==> config.mk <==
export PLATFORM = sky130hd
export DESIGN_NAME = stereo_clip_distortion
export DESIGN_NICKNAME = d
export VERILOG_FILES = /design/src/rtl/scd_pkg.sv /design/src/rtl/scd_ctrl.sv /design/src/rtl/scd_datapath.sv /design/src/rtl/stereo_clip_distortion.sv
export SDC_FILE = /design/constraint.sdc
export NUM_CORES = 2
export LEC_CHECK = 0
export BUFFER_PORTS_ARGS = -buffer_cell sky130_fd_sc_hd__clkbuf_2
export CAP_MARGIN = 15
export CORE_ASPECT_RATIO = 1.25
export CORE_MARGIN = 3
export CORE_UTILIZATION = 40
export CTS_CLUSTER_DIAMETER = 80
export DETAILED_ROUTE_END_ITERATION = 8
export PLACE_DENSITY = 0.56
export SLEW_MARGIN = 30
export SYNTH_ARGS = -nofsm -noshare
export SYNTH_HDL_FRONTEND = slang
export SYNTH_HIERARCHICAL = 1
export SYNTH_SLANG_ARGS = --single-unit
==> constraint.sdc <==
create_clock -name clk_i -period 10.4 [get_ports clk_i]
set_clock_uncertainty 0.2 [all_clocks]
set_input_delay 2.08 -clock clk_i [delete_from_list [all_inputs] [get_ports clk_i]]
set_output_delay 2.08 -clock clk_i [all_outputs]
set_load 0.005 [all_outputs]
==> src/rtl/scd_pkg.sv <==
// Shared types and constants of the stereo clip distortion block.
// Used by the controller, the datapath and the top level; depends on nothing.
package scd_pkg;

  localparam int SAMPLE_WIDTH = 16;
  localparam int FRAC_BITS    = SAMPLE_WIDTH - 1;

  // Configuration port.
  localparam int CFG_W     = 16;
  localparam int CFG_IDX_W = 3;

  localparam logic [CFG_IDX_W-1:0] REG_DRIVE = 3'd0;
  localparam logic [CFG_IDX_W-1:0] REG_WET   = 3'd1;
  localparam logic [CFG_IDX_W-1:0] REG_WIDTH = 3'd2;
  localparam logic [CFG_IDX_W-1:0] REG_TONE  = 3'd3;
  localparam logic [CFG_IDX_W-1:0] REG_BIAS  = 3'd4;
  localparam logic [CFG_IDX_W-1:0] REG_KNEE  = 3'd5;

  // Coefficients are Q1.15 and never exceed one.
  localparam int COEF_W    = 16;
  localparam int COEF_FRAC = 15;
  localparam logic [COEF_W-1:0] COEF_ONE  = 16'h8000;
  localparam logic [COEF_W-1:0] COEF_HALF = 16'h4000;

  // Drive gain 1 + 10 * drive in Q.15 needs 19 unsigned bits.
  localparam int GAIN_W = 19;

  // Sequencer states.
  typedef enum logic [1:0] {
    ST_IDLE,
    ST_RUN,
    ST_FLUSH,
    ST_DONE
  } ctrl_state_e;

  // One multiplier operation per schedule step.
  typedef enum logic [3:0] {
    OP_NONE,
    OP_LPX_L,
    OP_LPY_L,
    OP_LPX_R,
    OP_LPY_R,
    OP_GAIN_L,
    OP_GAIN_R,
    OP_KNEE_L,
    OP_KNEE_R,
    OP_DRY_L,
    OP_WIDTH,
    OP_DRY_R,
    OP_WET_L,
    OP_WET_R
  } op_e;

  // Controller to datapath. mul_op picks the operands of this cycle's product;
  // post_op consumes the product registered in the cycle before.
  typedef struct packed {
    logic load_in;
    op_e  mul_op;
    op_e  post_op;
    logic load_out;
  } cmd_t;

endpackage

==> src/rtl/scd_ctrl.sv <==
// Sequencer of the stereo clip distortion block: handshakes and product schedule.
// Depends on scd_pkg for the command struct, the states and the operation codes.
module scd_ctrl (
  input  logic            clk_i,
  input  logic            rst_ni,
  input  logic            in_valid_i,
  output logic            in_ready_o,
  output logic            out_valid_o,
  input  logic            out_ready_i,
  output scd_pkg::cmd_t   cmd_o
);

  localparam int NUM_STEPS = 13;
  localparam int STEP_W    = $clog2(NUM_STEPS);
  localparam logic [STEP_W-1:0] LAST_STEP = STEP_W'(NUM_STEPS - 1);

  scd_pkg::ctrl_state_e state_q, state_d;
  logic [STEP_W-1:0]    step_q, step_d;
  scd_pkg::op_e         post_op_q;
  scd_pkg::op_e         mul_op;
  logic                 out_valid_q, out_valid_d;
  logic                 load_in, load_out;

  // A step may use a value written by the post of the step two before it.
  function automatic scd_pkg::op_e sched_op(logic [STEP_W-1:0] step);
    scd_pkg::op_e op;
    case (step)
      4'd0:    op = scd_pkg::OP_LPX_L;
      4'd1:    op = scd_pkg::OP_LPY_L;
      4'd2:    op = scd_pkg::OP_LPX_R;
      4'd3:    op = scd_pkg::OP_LPY_R;
      4'd4:    op = scd_pkg::OP_GAIN_L;
      4'd5:    op = scd_pkg::OP_GAIN_R;
      4'd6:    op = scd_pkg::OP_KNEE_L;
      4'd7:    op = scd_pkg::OP_KNEE_R;
      4'd8:    op = scd_pkg::OP_DRY_L;
      4'd9:    op = scd_pkg::OP_WIDTH;
      4'd10:   op = scd_pkg::OP_DRY_R;
      4'd11:   op = scd_pkg::OP_WET_L;
      4'd12:   op = scd_pkg::OP_WET_R;
      default: op = scd_pkg::OP_NONE;
    endcase
    return op;
  endfunction

  always_ff @(posedge clk_i or negedge rst_ni) begin
    if (!rst_ni) begin
      state_q     <= scd_pkg::ST_IDLE;
      step_q      <= '0;
      post_op_q   <= scd_pkg::OP_NONE;
      out_valid_q <= 1'b0;
    end else begin
      state_q     <= state_d;
      step_q      <= step_d;
      post_op_q   <= mul_op;
      out_valid_q <= out_valid_d;
    end
  end

  always_comb begin
    state_d    = state_q;
    step_d     = step_q;
    mul_op     = scd_pkg::OP_NONE;
    load_in    = 1'b0;
    load_out   = 1'b0;
    in_ready_o = 1'b0;
    case (state_q)
      scd_pkg::ST_IDLE: begin
        in_ready_o = 1'b1;
        if (in_valid_i) begin
          load_in = 1'b1;
          step_d  = '0;
          state_d = scd_pkg::ST_RUN;
        end
      end
      scd_pkg::ST_RUN: begin
        mul_op = sched_op(step_q);
        step_d = step_q + STEP_W'(1);
        if (step_q == LAST_STEP) begin
          state_d = scd_pkg::ST_FLUSH;
        end
      end
      scd_pkg::ST_FLUSH: begin
        state_d = scd_pkg::ST_DONE;
      end
      scd_pkg::ST_DONE: begin
        // The result moves to the output register once the old beat is gone.
        if (!out_valid_q || out_ready_i) begin
          load_out = 1'b1;
          state_d  = scd_pkg::ST_IDLE;
        end
      end
      default: begin
        state_d = scd_pkg::ST_IDLE;
      end
    endcase
  end

  always_comb begin
    if (load_out) begin
      out_valid_d = 1'b1;
    end else if (out_ready_i) begin
      out_valid_d = 1'b0;
    end else begin
      out_valid_d = out_valid_q;
    end
  end

  assign out_valid_o     = out_valid_q;
  assign cmd_o.load_in   = load_in;
  assign cmd_o.mul_op    = mul_op;
  assign cmd_o.post_op   = post_op_q;
  assign cmd_o.load_out  = load_out;

`ifndef SYNTHESIS
  a_load_out_free: assert property (@(posedge clk_i) disable iff (!rst_ni)
    load_out |-> (!out_valid_q || out_ready_i))
    else $error("result loaded over an unsent beat");

  a_accept_starts: assert property (@(posedge clk_i) disable iff (!rst_ni)
    (in_valid_i && in_ready_o) |=> (state_q == scd_pkg::ST_RUN && step_q == '0))
    else $error("accepted beat did not start the schedule");

  a_flush_done: assert property (@(posedge clk_i) disable iff (!rst_ni)
    (state_q == scd_pkg::ST_FLUSH) |=> (state_q == scd_pkg::ST_DONE))
    else $error("flush not followed by done");

  a_post_follows: assert property (@(posedge clk_i) disable iff (!rst_ni)
    1'b1 |=> (post_op_q == $past(mul_op)))
    else $error("post operation does not follow its product");
`endif

endmodule

==> src/rtl/scd_datapath.sv <==
// Datapath of the stereo clip distortion block: configuration, shared multiplier,
// channel state and result registers. Depends on scd_pkg.
module scd_datapath (
  input  logic                                 clk_i,
  input  logic                                 rst_ni,
  input  scd_pkg::cmd_t                        cmd_i,
  input  logic                                 cfg_we_i,
  input  logic [scd_pkg::CFG_IDX_W-1:0]        cfg_index_i,
  input  logic [scd_pkg::CFG_W-1:0]            cfg_wdata_i,
  input  logic signed [scd_pkg::SAMPLE_WIDTH-1:0] left_in_i,
  input  logic signed [scd_pkg::SAMPLE_WIDTH-1:0] right_in_i,
  input  logic                                 frame_last_in_i,
  output logic signed [scd_pkg::SAMPLE_WIDTH-1:0] left_out_o,
  output logic signed [scd_pkg::SAMPLE_WIDTH-1:0] right_out_o,
  output logic                                 frame_last_out_o
);

  localparam int W   = scd_pkg::SAMPLE_WIDTH;
  localparam int F   = scd_pkg::FRAC_BITS;
  localparam int AW  = W + 5;                      // multiplier sample operand
  localparam int MW  = W + 4;                      // magnitude after the gain
  localparam int PW  = AW + scd_pkg::GAIN_W + 1;   // product
  localparam int GW  = scd_pkg::GAIN_W;
  localparam int CW  = scd_pkg::COEF_W;
  localparam int SHL = (F >= 15) ? F - 15 : 0;
  localparam int SHR = (F < 15) ? 15 - F : 0;

  localparam logic [MW-1:0] HALF    = MW'(1) << (F - 1);
  localparam logic [MW-1:0] NEG_LIM = MW'(1) << F;
  localparam logic [MW-1:0] POS_LIM = NEG_LIM - MW'(1);
  localparam logic signed [W-1:0] SMAX = {1'b0, {(W - 1){1'b1}}};
  localparam logic signed [W-1:0] SMIN = {1'b1, {(W - 1){1'b0}}};
  localparam logic signed [PW-1:0] PMAX = $signed((PW'(1) << F) - PW'(1));
  localparam logic signed [PW-1:0] PMIN = -$signed(PW'(1) << F);

  function automatic logic [CW-1:0] clamp_coef(logic [CW-1:0] v);
    return (v > scd_pkg::COEF_ONE) ? scd_pkg::COEF_ONE : v;
  endfunction

  function automatic logic [GW-1:0] gain_of(logic [CW-1:0] d);
    return GW'(scd_pkg::COEF_ONE) + (GW'(d) << 3) + (GW'(d) << 1);
  endfunction

  localparam logic [GW-1:0] GAIN_RESET = gain_of(scd_pkg::COEF_HALF);

  // Knee on the magnitude, sign restored, clamped to the sample range.
  function automatic logic signed [W-1:0] knee_out(logic [MW-1:0] mag, logic neg,
                                                   logic signed [PW-1:0] prod);
    logic signed [PW-1:0] ps;
    logic [MW-1:0]        m2;
    logic [MW-1:0]        negm;
    logic signed [W-1:0]  res;
    ps   = prod >>> scd_pkg::COEF_FRAC;
    m2   = (mag > HALF) ? HALF + ps[MW-1:0] : mag;
    negm = MW'(0) - m2;
    if (neg) begin
      res = (m2 > NEG_LIM) ? SMIN : negm[W-1:0];
    end else begin
      res = (m2 > POS_LIM) ? SMAX : m2[W-1:0];
    end
    return res;
  endfunction

  function automatic logic signed [W-1:0] sat_out(logic signed [PW-1:0] sum);
    logic signed [PW-1:0] s;
    logic signed [W-1:0]  res;
    s = sum >>> scd_pkg::COEF_FRAC;
    if (s > PMAX) begin
      res = SMAX;
    end else if (s < PMIN) begin
      res = SMIN;
    end else begin
      res = s[W-1:0];
    end
    return res;
  endfunction

  // Configuration; bias is stored as written, the others from values clamped to one.
  logic [GW-1:0]        gain_q;
  logic [CW-1:0]        wet_q, width_q, tone_q, knee_q;
  logic signed [CW-1:0] bias_q;

  // Channel state and intermediates; index 0 is left, 1 is right.
  logic signed [W-1:0]  lp_q   [2];
  logic signed [W-1:0]  x_q    [2];
  logic signed [W-1:0]  chan_q [2];
  logic [MW-1:0]        mag_q  [2];
  logic                 neg_q  [2];
  logic signed [PW-1:0] acc_q  [2];
  logic signed [W-1:0]  ws_q;
  logic signed [W-1:0]  res_l_q, res_r_q;
  logic                 last_q;
  logic signed [W-1:0]  out_l_q, out_r_q;
  logic                 out_last_q;

  logic signed [PW-1:0] p_q, p_d;
  logic signed [AW-1:0] op_a;
  logic [GW-1:0]        op_b;

  logic signed [47:0]   bias_w;
  logic signed [47:0]   bias_sh;
  logic signed [W-1:0]  bias_s;
  logic signed [W:0]    lr_sum, lr_dif;
  logic signed [W-1:0]  mid, side;
  logic signed [W:0]    wet_l_in, wet_r_in;
  logic signed [PW-1:0] sum_l, sum_r;
  logic signed [PW-1:0] gain_v;
  logic signed [AW-1:0] v, v_neg;
  logic [MW-1:0]        v_mag;

  // Bias moved from Q1.15 to the sample format; one of the shifts is zero.
  assign bias_w  = 48'(bias_q);
  assign bias_sh = (bias_w <<< SHL) >>> SHR;
  assign bias_s  = bias_sh[W-1:0];

  assign lr_sum   = (W + 1)'(chan_q[0]) + (W + 1)'(chan_q[1]);
  assign lr_dif   = (W + 1)'(chan_q[0]) - (W + 1)'(chan_q[1]);
  assign mid      = lr_sum[W:1];
  assign side     = lr_dif[W:1];
  assign wet_l_in = (W + 1)'(mid) + (W + 1)'(ws_q);
  assign wet_r_in = (W + 1)'(mid) - (W + 1)'(ws_q);

  always_comb begin
    op_a = '0;
    op_b = '0;
    case (cmd_i.mul_op)
      scd_pkg::OP_LPX_L: begin
        op_a = AW'(x_q[0]);
        op_b = GW'(scd_pkg::COEF_ONE - tone_q);
      end
      scd_pkg::OP_LPY_L: begin
        op_a = AW'(lp_q[0]);
        op_b = GW'(tone_q);
      end
      scd_pkg::OP_LPX_R: begin
        op_a = AW'(x_q[1]);
        op_b = GW'(scd_pkg::COEF_ONE - tone_q);
      end
      scd_pkg::OP_LPY_R: begin
        op_a = AW'(lp_q[1]);
        op_b = GW'(tone_q);
      end
      scd_pkg::OP_GAIN_L: begin
        op_a = AW'(lp_q[0]) + AW'(bias_s);
        op_b = gain_q;
      end
      scd_pkg::OP_GAIN_R: begin
        op_a = AW'(lp_q[1]) + AW'(bias_s);
        op_b = gain_q;
      end
      scd_pkg::OP_KNEE_L: begin
        op_a = $signed(AW'(mag_q[0]) - AW'(HALF));
        op_b = GW'(scd_pkg::COEF_ONE - knee_q);
      end
      scd_pkg::OP_KNEE_R: begin
        op_a = $signed(AW'(mag_q[1]) - AW'(HALF));
        op_b = GW'(scd_pkg::COEF_ONE - knee_q);
      end
      scd_pkg::OP_DRY_L: begin
        op_a = AW'(x_q[0]);
        op_b = GW'(scd_pkg::COEF_ONE - wet_q);
      end
      scd_pkg::OP_WIDTH: begin
        op_a = AW'(side);
        op_b = GW'(width_q);
      end
      scd_pkg::OP_DRY_R: begin
        op_a = AW'(x_q[1]);
        op_b = GW'(scd_pkg::COEF_ONE - wet_q);
      end
      scd_pkg::OP_WET_L: begin
        op_a = AW'(wet_l_in);
        op_b = GW'(wet_q);
      end
      scd_pkg::OP_WET_R: begin
        op_a = AW'(wet_r_in);
        op_b = GW'(wet_q);
      end
      default: begin
        op_a = '0;
        op_b = '0;
      end
    endcase
  end

  assign p_d = op_a * $signed({1'b0, op_b});

  assign sum_l  = acc_q[0] + p_q;
  assign sum_r  = acc_q[1] + p_q;
  assign gain_v = p_q >>> scd_pkg::COEF_FRAC;
  assign v      = gain_v[AW-1:0];
  assign v_neg  = -v;
  assign v_mag  = v[AW-1] ? v_neg[MW-1:0] : v[MW-1:0];

  always_ff @(posedge clk_i or negedge rst_ni) begin
    if (!rst_ni) begin
      gain_q  <= GAIN_RESET;
      wet_q   <= scd_pkg::COEF_HALF;
      width_q <= scd_pkg::COEF_HALF;
      tone_q  <= scd_pkg::COEF_HALF;
      bias_q  <= '0;
      knee_q  <= scd_pkg::COEF_HALF;
      lp_q[0] <= '0;
      lp_q[1] <= '0;
    end else begin
      if (cfg_we_i) begin
        case (cfg_index_i)
          scd_pkg::REG_DRIVE: gain_q  <= gain_of(clamp_coef(cfg_wdata_i));
          scd_pkg::REG_WET:   wet_q   <= clamp_coef(cfg_wdata_i);
          scd_pkg::REG_WIDTH: width_q <= clamp_coef(cfg_wdata_i);
          scd_pkg::REG_TONE:  tone_q  <= clamp_coef(cfg_wdata_i);
          scd_pkg::REG_BIAS:  bias_q  <= $signed(cfg_wdata_i);
          scd_pkg::REG_KNEE:  knee_q  <= clamp_coef(cfg_wdata_i);
          default: ;
        endcase
      end
      if (cmd_i.post_op == scd_pkg::OP_LPY_L) begin
        lp_q[0] <= W'(sum_l >>> scd_pkg::COEF_FRAC);
      end
      if (cmd_i.post_op == scd_pkg::OP_LPY_R) begin
        lp_q[1] <= W'(sum_r >>> scd_pkg::COEF_FRAC);
      end
    end
  end

  always_ff @(posedge clk_i) begin
    p_q <= p_d;
    if (cmd_i.load_in) begin
      x_q[0] <= left_in_i;
      x_q[1] <= right_in_i;
      last_q <= frame_last_in_i;
    end
    case (cmd_i.post_op)
      scd_pkg::OP_LPX_L, scd_pkg::OP_DRY_L: acc_q[0] <= p_q;
      scd_pkg::OP_LPX_R, scd_pkg::OP_DRY_R: acc_q[1] <= p_q;
      scd_pkg::OP_GAIN_L: begin
        mag_q[0] <= v_mag;
        neg_q[0] <= v[AW-1];
      end
      scd_pkg::OP_GAIN_R: begin
        mag_q[1] <= v_mag;
        neg_q[1] <= v[AW-1];
      end
      scd_pkg::OP_KNEE_L: chan_q[0] <= knee_out(mag_q[0], neg_q[0], p_q);
      scd_pkg::OP_KNEE_R: chan_q[1] <= knee_out(mag_q[1], neg_q[1], p_q);
      scd_pkg::OP_WIDTH:  ws_q      <= W'(p_q >>> scd_pkg::COEF_FRAC);
      scd_pkg::OP_WET_L:  res_l_q   <= sat_out(sum_l);
      scd_pkg::OP_WET_R:  res_r_q   <= sat_out(sum_r);
      default: ;
    endcase
    if (cmd_i.load_out) begin
      out_l_q    <= res_l_q;
      out_r_q    <= res_r_q;
      out_last_q <= last_q;
    end
  end

  assign left_out_o       = out_l_q;
  assign right_out_o      = out_r_q;
  assign frame_last_out_o = out_last_q;

endmodule

==> src/rtl/stereo_clip_distortion.sv <==
// Top level of the stereo clip distortion block: sequencer plus datapath.
// Depends on scd_pkg, scd_ctrl and scd_datapath.
//
//   channel   handshake                direction  payload
//   in        in_valid_i / in_ready_o  input      left_in_i, right_in_i, frame_last_in_i
//   out       out_valid_o / out_ready_i output    left_out_o, right_out_o, frame_last_out_o
//   cfg       cfg_we_i (no wait)       input      cfg_index_i, cfg_wdata_i
//
// A frame goes through the accept, 13 products on the one shared multiplier,
// a flush step that folds in the last product and a load of the result.
// The output register holds a finished frame while the next one is computed;
// a stalled output only delays the load at the end of the following frame.
// Reset clears the lowpass memories and sets the configuration registers to their defaults.
module stereo_clip_distortion (
  input  logic                                    clk_i,
  input  logic                                    rst_ni,
  input  logic                                    in_valid_i,
  output logic                                    in_ready_o,
  input  logic signed [scd_pkg::SAMPLE_WIDTH-1:0] left_in_i,
  input  logic signed [scd_pkg::SAMPLE_WIDTH-1:0] right_in_i,
  input  logic                                    frame_last_in_i,
  output logic                                    out_valid_o,
  input  logic                                    out_ready_i,
  output logic signed [scd_pkg::SAMPLE_WIDTH-1:0] left_out_o,
  output logic signed [scd_pkg::SAMPLE_WIDTH-1:0] right_out_o,
  output logic                                    frame_last_out_o,
  input  logic                                    cfg_we_i,
  input  logic [scd_pkg::CFG_IDX_W-1:0]           cfg_index_i,
  input  logic [scd_pkg::CFG_W-1:0]               cfg_wdata_i
);

  scd_pkg::cmd_t cmd;

  scd_ctrl u_ctrl (
    .clk_i       (clk_i),
    .rst_ni      (rst_ni),
    .in_valid_i  (in_valid_i),
    .in_ready_o  (in_ready_o),
    .out_valid_o (out_valid_o),
    .out_ready_i (out_ready_i),
    .cmd_o       (cmd)
  );

  scd_datapath u_datapath (
    .clk_i            (clk_i),
    .rst_ni           (rst_ni),
    .cmd_i            (cmd),
    .cfg_we_i         (cfg_we_i),
    .cfg_index_i      (cfg_index_i),
    .cfg_wdata_i      (cfg_wdata_i),
    .left_in_i        (left_in_i),
    .right_in_i       (right_in_i),
    .frame_last_in_i  (frame_last_in_i),
    .left_out_o       (left_out_o),
    .right_out_o      (right_out_o),
    .frame_last_out_o (frame_last_out_o)
  );

endmodule
## Word-level counts from Yosys, hierarchy flattened

Memory sizes are Yosys's and may differ from the RTL's.
Cells that the tools add are included.

| operators by class | value |
|---|---|
| $add $sub $neg | 20 |
| multipliers | 1 |
| magnitude comparators | 11 |
| eq/ne operators | 38 |
| mux-type cells | 56 |
| reductions and logical operators | 28 |

Operators with widths:

| operator | count |
|---|---|
| $pmux 21 s11 | 1 |
| $mux 16 | 12 |
| $pmux 19 s7 | 1 |
| $add 41x41->41 | 2 |
| $gt 20x15->1 const B | 4 |
| $mux 20 | 4 |
| $add 16x16->17 | 4 |
| $eq 4x4->1 const B | 13 |
| $gt 26x16->1 const B | 2 |
| $lt 26x16->1 const B | 2 |
| $sub 16x16->17 const A | 3 |
| $sub 20x15->21 const B | 2 |
| $mul 21x20->41 | 1 |
| $mux 41 | 1 |
| $reduce_or 41->1 | 1 |
| $gt 20x16->1 const B | 2 |
| $sub 16x16->17 | 2 |
| $eq 4x3->1 const B | 8 |
| $sub 1x16->16 const A | 2 |
| $mux 1 | 30 |
| $add 15x20->20 const A | 1 |
| $neg 20->20 | 1 |
| $reduce_or 2->1 | 10 |
| $reduce_or 20->1 | 1 |
| 26 further kinds | 44 |

| storage, ports and cells | value |
|---|---|
| register bits after elaboration | 265 |
| bits in writable memories | 188 |
| memory bits (read-only) | 64 |
| output and inout bits | 35 |
| memories kept | 6 |

Memory list:

| name | words | bits a word | read ports | clocked after memory_dff | write ports | RTL line | source |
|---|---|---|---|---|---|---|---|
| u_datapath.acc_q | 2 | 41 | 2 | 0 | 1 | scd_datapath.sv:89 | `logic signed [PW-1:0] acc_q [2];` |
| (name not given) | 16 | 4 | 1 | 0 | 0 | scd_ctrl.sv:27 | `case (step)` |
| u_datapath.mag_q | 2 | 20 | 2 | 0 | 1 | scd_datapath.sv:87 | `logic [MW-1:0] mag_q [2];` |
| u_datapath.chan_q | 2 | 16 | 2 | 0 | 1 | scd_datapath.sv:86 | `logic signed [W-1:0] chan_q [2];` |
| u_datapath.x_q | 2 | 16 | 2 | 0 | 2 | scd_datapath.sv:85 | `logic signed [W-1:0] x_q [2];` |
| u_datapath.neg_q | 2 | 1 | 2 | 0 | 1 | scd_datapath.sv:88 | `logic neg_q [2];` |

## Longest topological paths before layout

| logic depth | value |
|---|---|
| word-level depth | 7 |
| gate-level depth with buffers | 50 |

## Modules after synthesis

Netlist, hierarchy kept.

Modules (own cells, without submodules):

| module | instances | cells each | area an instance (µm²) |
|---|---|---|---|
| scd_datapath | 1 | 4461 | 42213.0 |
| scd_ctrl | 1 | 61 | 656.9 |

## Worst setup path before layout

Ideal clock, no wire load.

| timing | value |
|---|---|
| path kind | reg2reg |
| from | memory u_datapath/chan_q[0][1] (netlist name) |
| to | register u_datapath.p_q[40] |
| library setup time | 123 ps |
| data arrival time | 10555 ps |
| setup slack | -478 ps |
| stages on the path, launching flop included | 48 |
| path through | edfxtp_1 > inv_1 > fa_1 > o21bai_1 > a21o_1 > a21oi_1 > o21bai_1 > a21oi_1 > o21bai_1 > a21oi_1 > o21ai_0 > xnor2_1 > ha_1 > inv_1 > nor2_1 > a22oi_1 > inv_1 > a211oi_1 > (+12 left out) > fa_1 > fa_1 > inv_1 > fa_1 > inv_1 > ha_1 > clkbuf_1 > a21oi_1 > o21ai_1 > a21o_1 > a21o_1 > a21o_1 > a21oi_1 > o221ai_1 > a221oi_1 > o21ai_0 > a21o_1 > xnor2_1 |

RTL lines:

| element | RTL line | source |
|---|---|---|
| from (decl) | scd_datapath.sv:86 |  |
| to (signal assigned) | scd_datapath.sv:227 | `p_q <= p_d;` |
| to (decl) | scd_datapath.sv:96 | `logic signed [PW-1:0] p_q, p_d;` |

==> flow_summary.ini <==
[yosys]
ys.warnings.count = 6
synth_cells = 4522
synth_cell_type_count = 105
synth_seq_cells = 452
synth_top_area_frac = 0.1896
avgSynthCellArea_um2 = 9.480
syn_area_um2 = 42870
syn_nets = 5329
synthArstFlopShare = 0.3119
synth_edf_count = 270
synth_top_area_cell = fa_1
synthTopCellsByArea = fa_1 19%, edfxtp_1 19%, ha_1 10%
ys.flop_type = edfxtp_1
ys_seq_area_frac = 0.2908

[clock_network]
clkLatencyLatePin_ns = 0.63
cts_root_buf = clkbuf_16
postCtsHoldBufs = 0
cts_sinks = 452
cts_buffers = 51
cts_tree = yes
clkTransAtPathRegs_ns = 0.06
ctsHtreeMaxLevel = 2
clock_path_buffers = 3

[hold_path]
worstHoldPathCells = 0
min_path_type = register to register

[worst_setup_path]
reg2reg_slack_ns = -0.34
cp_max_fo = 5
arrival_ns = 11.09
cp-end-kind = register
cp_slowest_stage_delay_ns = 0.53
critPathSlowestCell = fa_1
crit_required_ns = 10.74
start_kind = register
r2r_end = u_datapath/p_q[37]
reg2reg_depth = 46
path_common_cell = fa_1
critPathCapture = u_datapath/p_q[37]
r2r-start = u_datapath/chan_q[0][1]
critPathLaunch = u_datapath/chan_q[0][1]
path_class = register to register

[global_routing]
grt_overflow = 0
grt_max_degree = 96
antenna_found_initial = 3
grt_first_pass_wirelength_um = 220700
grt_pass1_vias = 36020
grt_usage = 0.2624

[sta]
layout_setup_ws_ns = -0.3448
fmax_mhz = 93.07
hold_viol = 0
post-route-period-util = 1.033
rsz0062_at_grt = yes
fin_crit_ns = 10.74
tightest_slew_ns = 0.9682
maxSlewHeadroom = 0.3499
setup_viol = 7
fin_tns_setup_ns = -1.427
final_max_slew_viol_count = 0
worst_hold_slack_ns = 0.2162

[placement]
dpl.cell_count = 6236
place_congestion = 0.9508
dp_hpwl_um = 118400
port_buffers = 91

[die]
dieArea_um2 = 111200
core_um2 = 105800
dieHeight_um = 372.0
initial_utilization = 0.4051
dieWidth_um = 298.8
io_pins = 92
num_rows = 133

[power_and_ir_drop]
p_seq_frac = 0.162
intPower_uw = 8808
p_sw_uw = 8551
finalPower_uw = 17360
power_density_nw_per_um2 = 339.1
clkPwrFrac = 0.114
ir_drop_v = 0.0002796
p_sw_frac = 0.4926
comb_power_share = 0.724
leakage_uw = 0.02384

[cells_and_area]
multi_input_area_um2 = 28570
drive_gt1_frac = 0.1886
seq_area_um2 = 12460
utilization = 0.4837
instances_no_fill = 6418
nets = 5764
area_growth_pct = 19.40
nFillCells = 10100

[route]
wl_per_cell_um = 22.89
vias = 35210
dr.pass1.iters = 7
drt-vias-per-instance = 5.487
drt_iter0_drc = 2742
ant_nets = 0
drc_errors = 0
totalWireLength_um = 146900

[flow_run]
drv_cap = 0

[outcome]
status = complete, but fails checks
violations = setup timing
==> cell type report <==
class,instances,area share
flip-flops and latches,452,0.2435
inverters,629,0.04620
clock inverters,32,0.007993
repair buffers,548,0.08145
clock buffers,64,0.02809
well taps,1417,0.03464
multi-input cells,3275,0.5581
diodes,1,0.00004889
==> what timing repair did <==
item | in CTS | in global routing
setup buffers | 61 | 28
pin swaps | 167 | 136
endpoints found under the setup margin | 19 | 23
resized for setup | 166 | 124
==> power groups by stage <==
| stage | Clock (µW) | Combinational [µW] | Sequential (µW) |
|---|---|---|---|
| final | 1970 | 12600 | 2810 |
| after global routing | 2090 | 13800 | 2840 |
| after CTS | 2010 | 12200 | 2810 |
| after detailed placement | 0 | 11600 | 2840 |
| after global placement | 0 | 11400 | 2840 |
| after floorplan | 0 | 7130 | 2720 |
==> kinds of logic after synthesis <==
kind of cell / share of synthesized area
AOI/OAI and AO/OA: 0.1433
DFF: 0.2908
xor gates and xnor gates: 0.04781
adders and majority gates: 0.2914
buffers and inverters: 0.07043
muxes: 0.01667
and+or+nand+nor: 0.1397
==> sequential cells by signal, indices dropped and copies added, names as in the netlist, 18 cells and up <==
signal             cells
u_datapath/acc_q      82
u_datapath/p_q        41
u_datapath/mag_q      40
u_datapath/chan_q     32
u_datapath/lp_q       32
u_datapath/x_q        32
u_datapath/gain_q     18
==> worst max-delay path: cells and delay by family (launching register included) <==
family,cells,cell delay (ns)
buffers and inverters,8,0.85
AO/OA/AOI/OAI,20,3.40
adder cells (fa/ha/maj),10,4.23
XOR/XNOR,2,0.23
AND/OR/NAND/NOR,6,1.25
flip-flops,1,0.47
==> placed cells by master (no fill, tap or decap), types with 22 or more instances in the layout <==
| cell type | synthesis | final |
|---|---|---|
| a21o_1 | 107 | 107 |
| a21oi_1 | 216 | 191 |
| a21oi_2 | 1 | 22 |
| a222oi_1 | 40 | 40 |
| a22oi_1 | 32 | 31 |
| and2_1 | 75 | 70 |
| and3_1 | 28 | 27 |
| buf_4 | 4 | 414 |
| buf_6 | 1 | 29 |
| clkbuf_16 | 0 | 55 |
| clkbuf_2 | 0 | 90 |
| dfrtp_1 | 135 | 135 |
| dfxtp_1 | 41 | 41 |
| edfxtp_1 | 270 | 270 |
| fa_1 | 406 | 390 |
| ha_1 | 344 | 325 |
| inv_1 | 625 | 592 |
| inv_2 | 3 | 35 |
| mux2_2 | 25 | 25 |
| mux2i_1 | 41 | 41 |
| nand2_1 | 546 | 525 |
| nand2b_1 | 43 | 43 |
| nand3_1 | 77 | 73 |
| nand4_1 | 25 | 25 |
| nor2_1 | 241 | 216 |
| nor2b_1 | 43 | 41 |
| nor3_1 | 83 | 66 |
| nor4_1 | 25 | 23 |
| o211ai_1 | 26 | 26 |
| o21ai_0 | 194 | 179 |
| o21ai_1 | 65 | 69 |
| o21bai_1 | 47 | 43 |
| xnor2_1 | 165 | 158 |
| xor2_1 | 69 | 65 |
==> how the worst min path moves through the flow <==
stage	from	to	slack (ns)
2_1_floorplan	u_datapath/last_q	u_datapath/frame_last_out_o	0.20
3_3_place_gp	u_datapath/last_q	u_datapath/frame_last_out_o	0.20
3_5_place_dp	u_datapath/res_r_q[4]	u_datapath/right_out_o[4]	0.21
4_1_cts	u_datapath/res_r_q[4]	u_datapath/right_out_o[4]	0.22
5_1_grt	u_datapath/res_r_q[0]	u_datapath/right_out_o[0]	0.22
6_report	u_datapath/res_r_q[0]	u_datapath/right_out_o[0]	0.22
==> cells in the mapped netlist, drive strengths merged, types with 69 or more instances <==
cell,count
nand2,547
a21o,107
nor3,84
xor2,69
edfxtp,270
o21ai,259
ha,344
nand3,79
nor2,242
dfrtp,135
fa,406
clkbuf,147
and2,76
inv,628
a21oi,217
xnor2,165
==> routing by layer <==
layer / GRT usage / vias up / wire, µm
li1: - / 16230 / -
met1: 0.3089 / 17670 / 57190
met2: 0.4614 / 1003 / 72110
met3: 0.02511 / 309 / 6654
met4: 0.1646 / 4 / 10920
met5: 0 / - / 31
==> per-stage QoR <==
step | worst slack, ns | cell area, µm²
after floorplan | 0.003975 | 42950
after global placement | -0.5722 | 47510
after detailed placement | -0.7290 | 47560
after CTS | -0.2305 | 50550
after global routing | -0.7582 | 51190
final | -0.3448 | 51190
(Power assumes the default switching activity.)
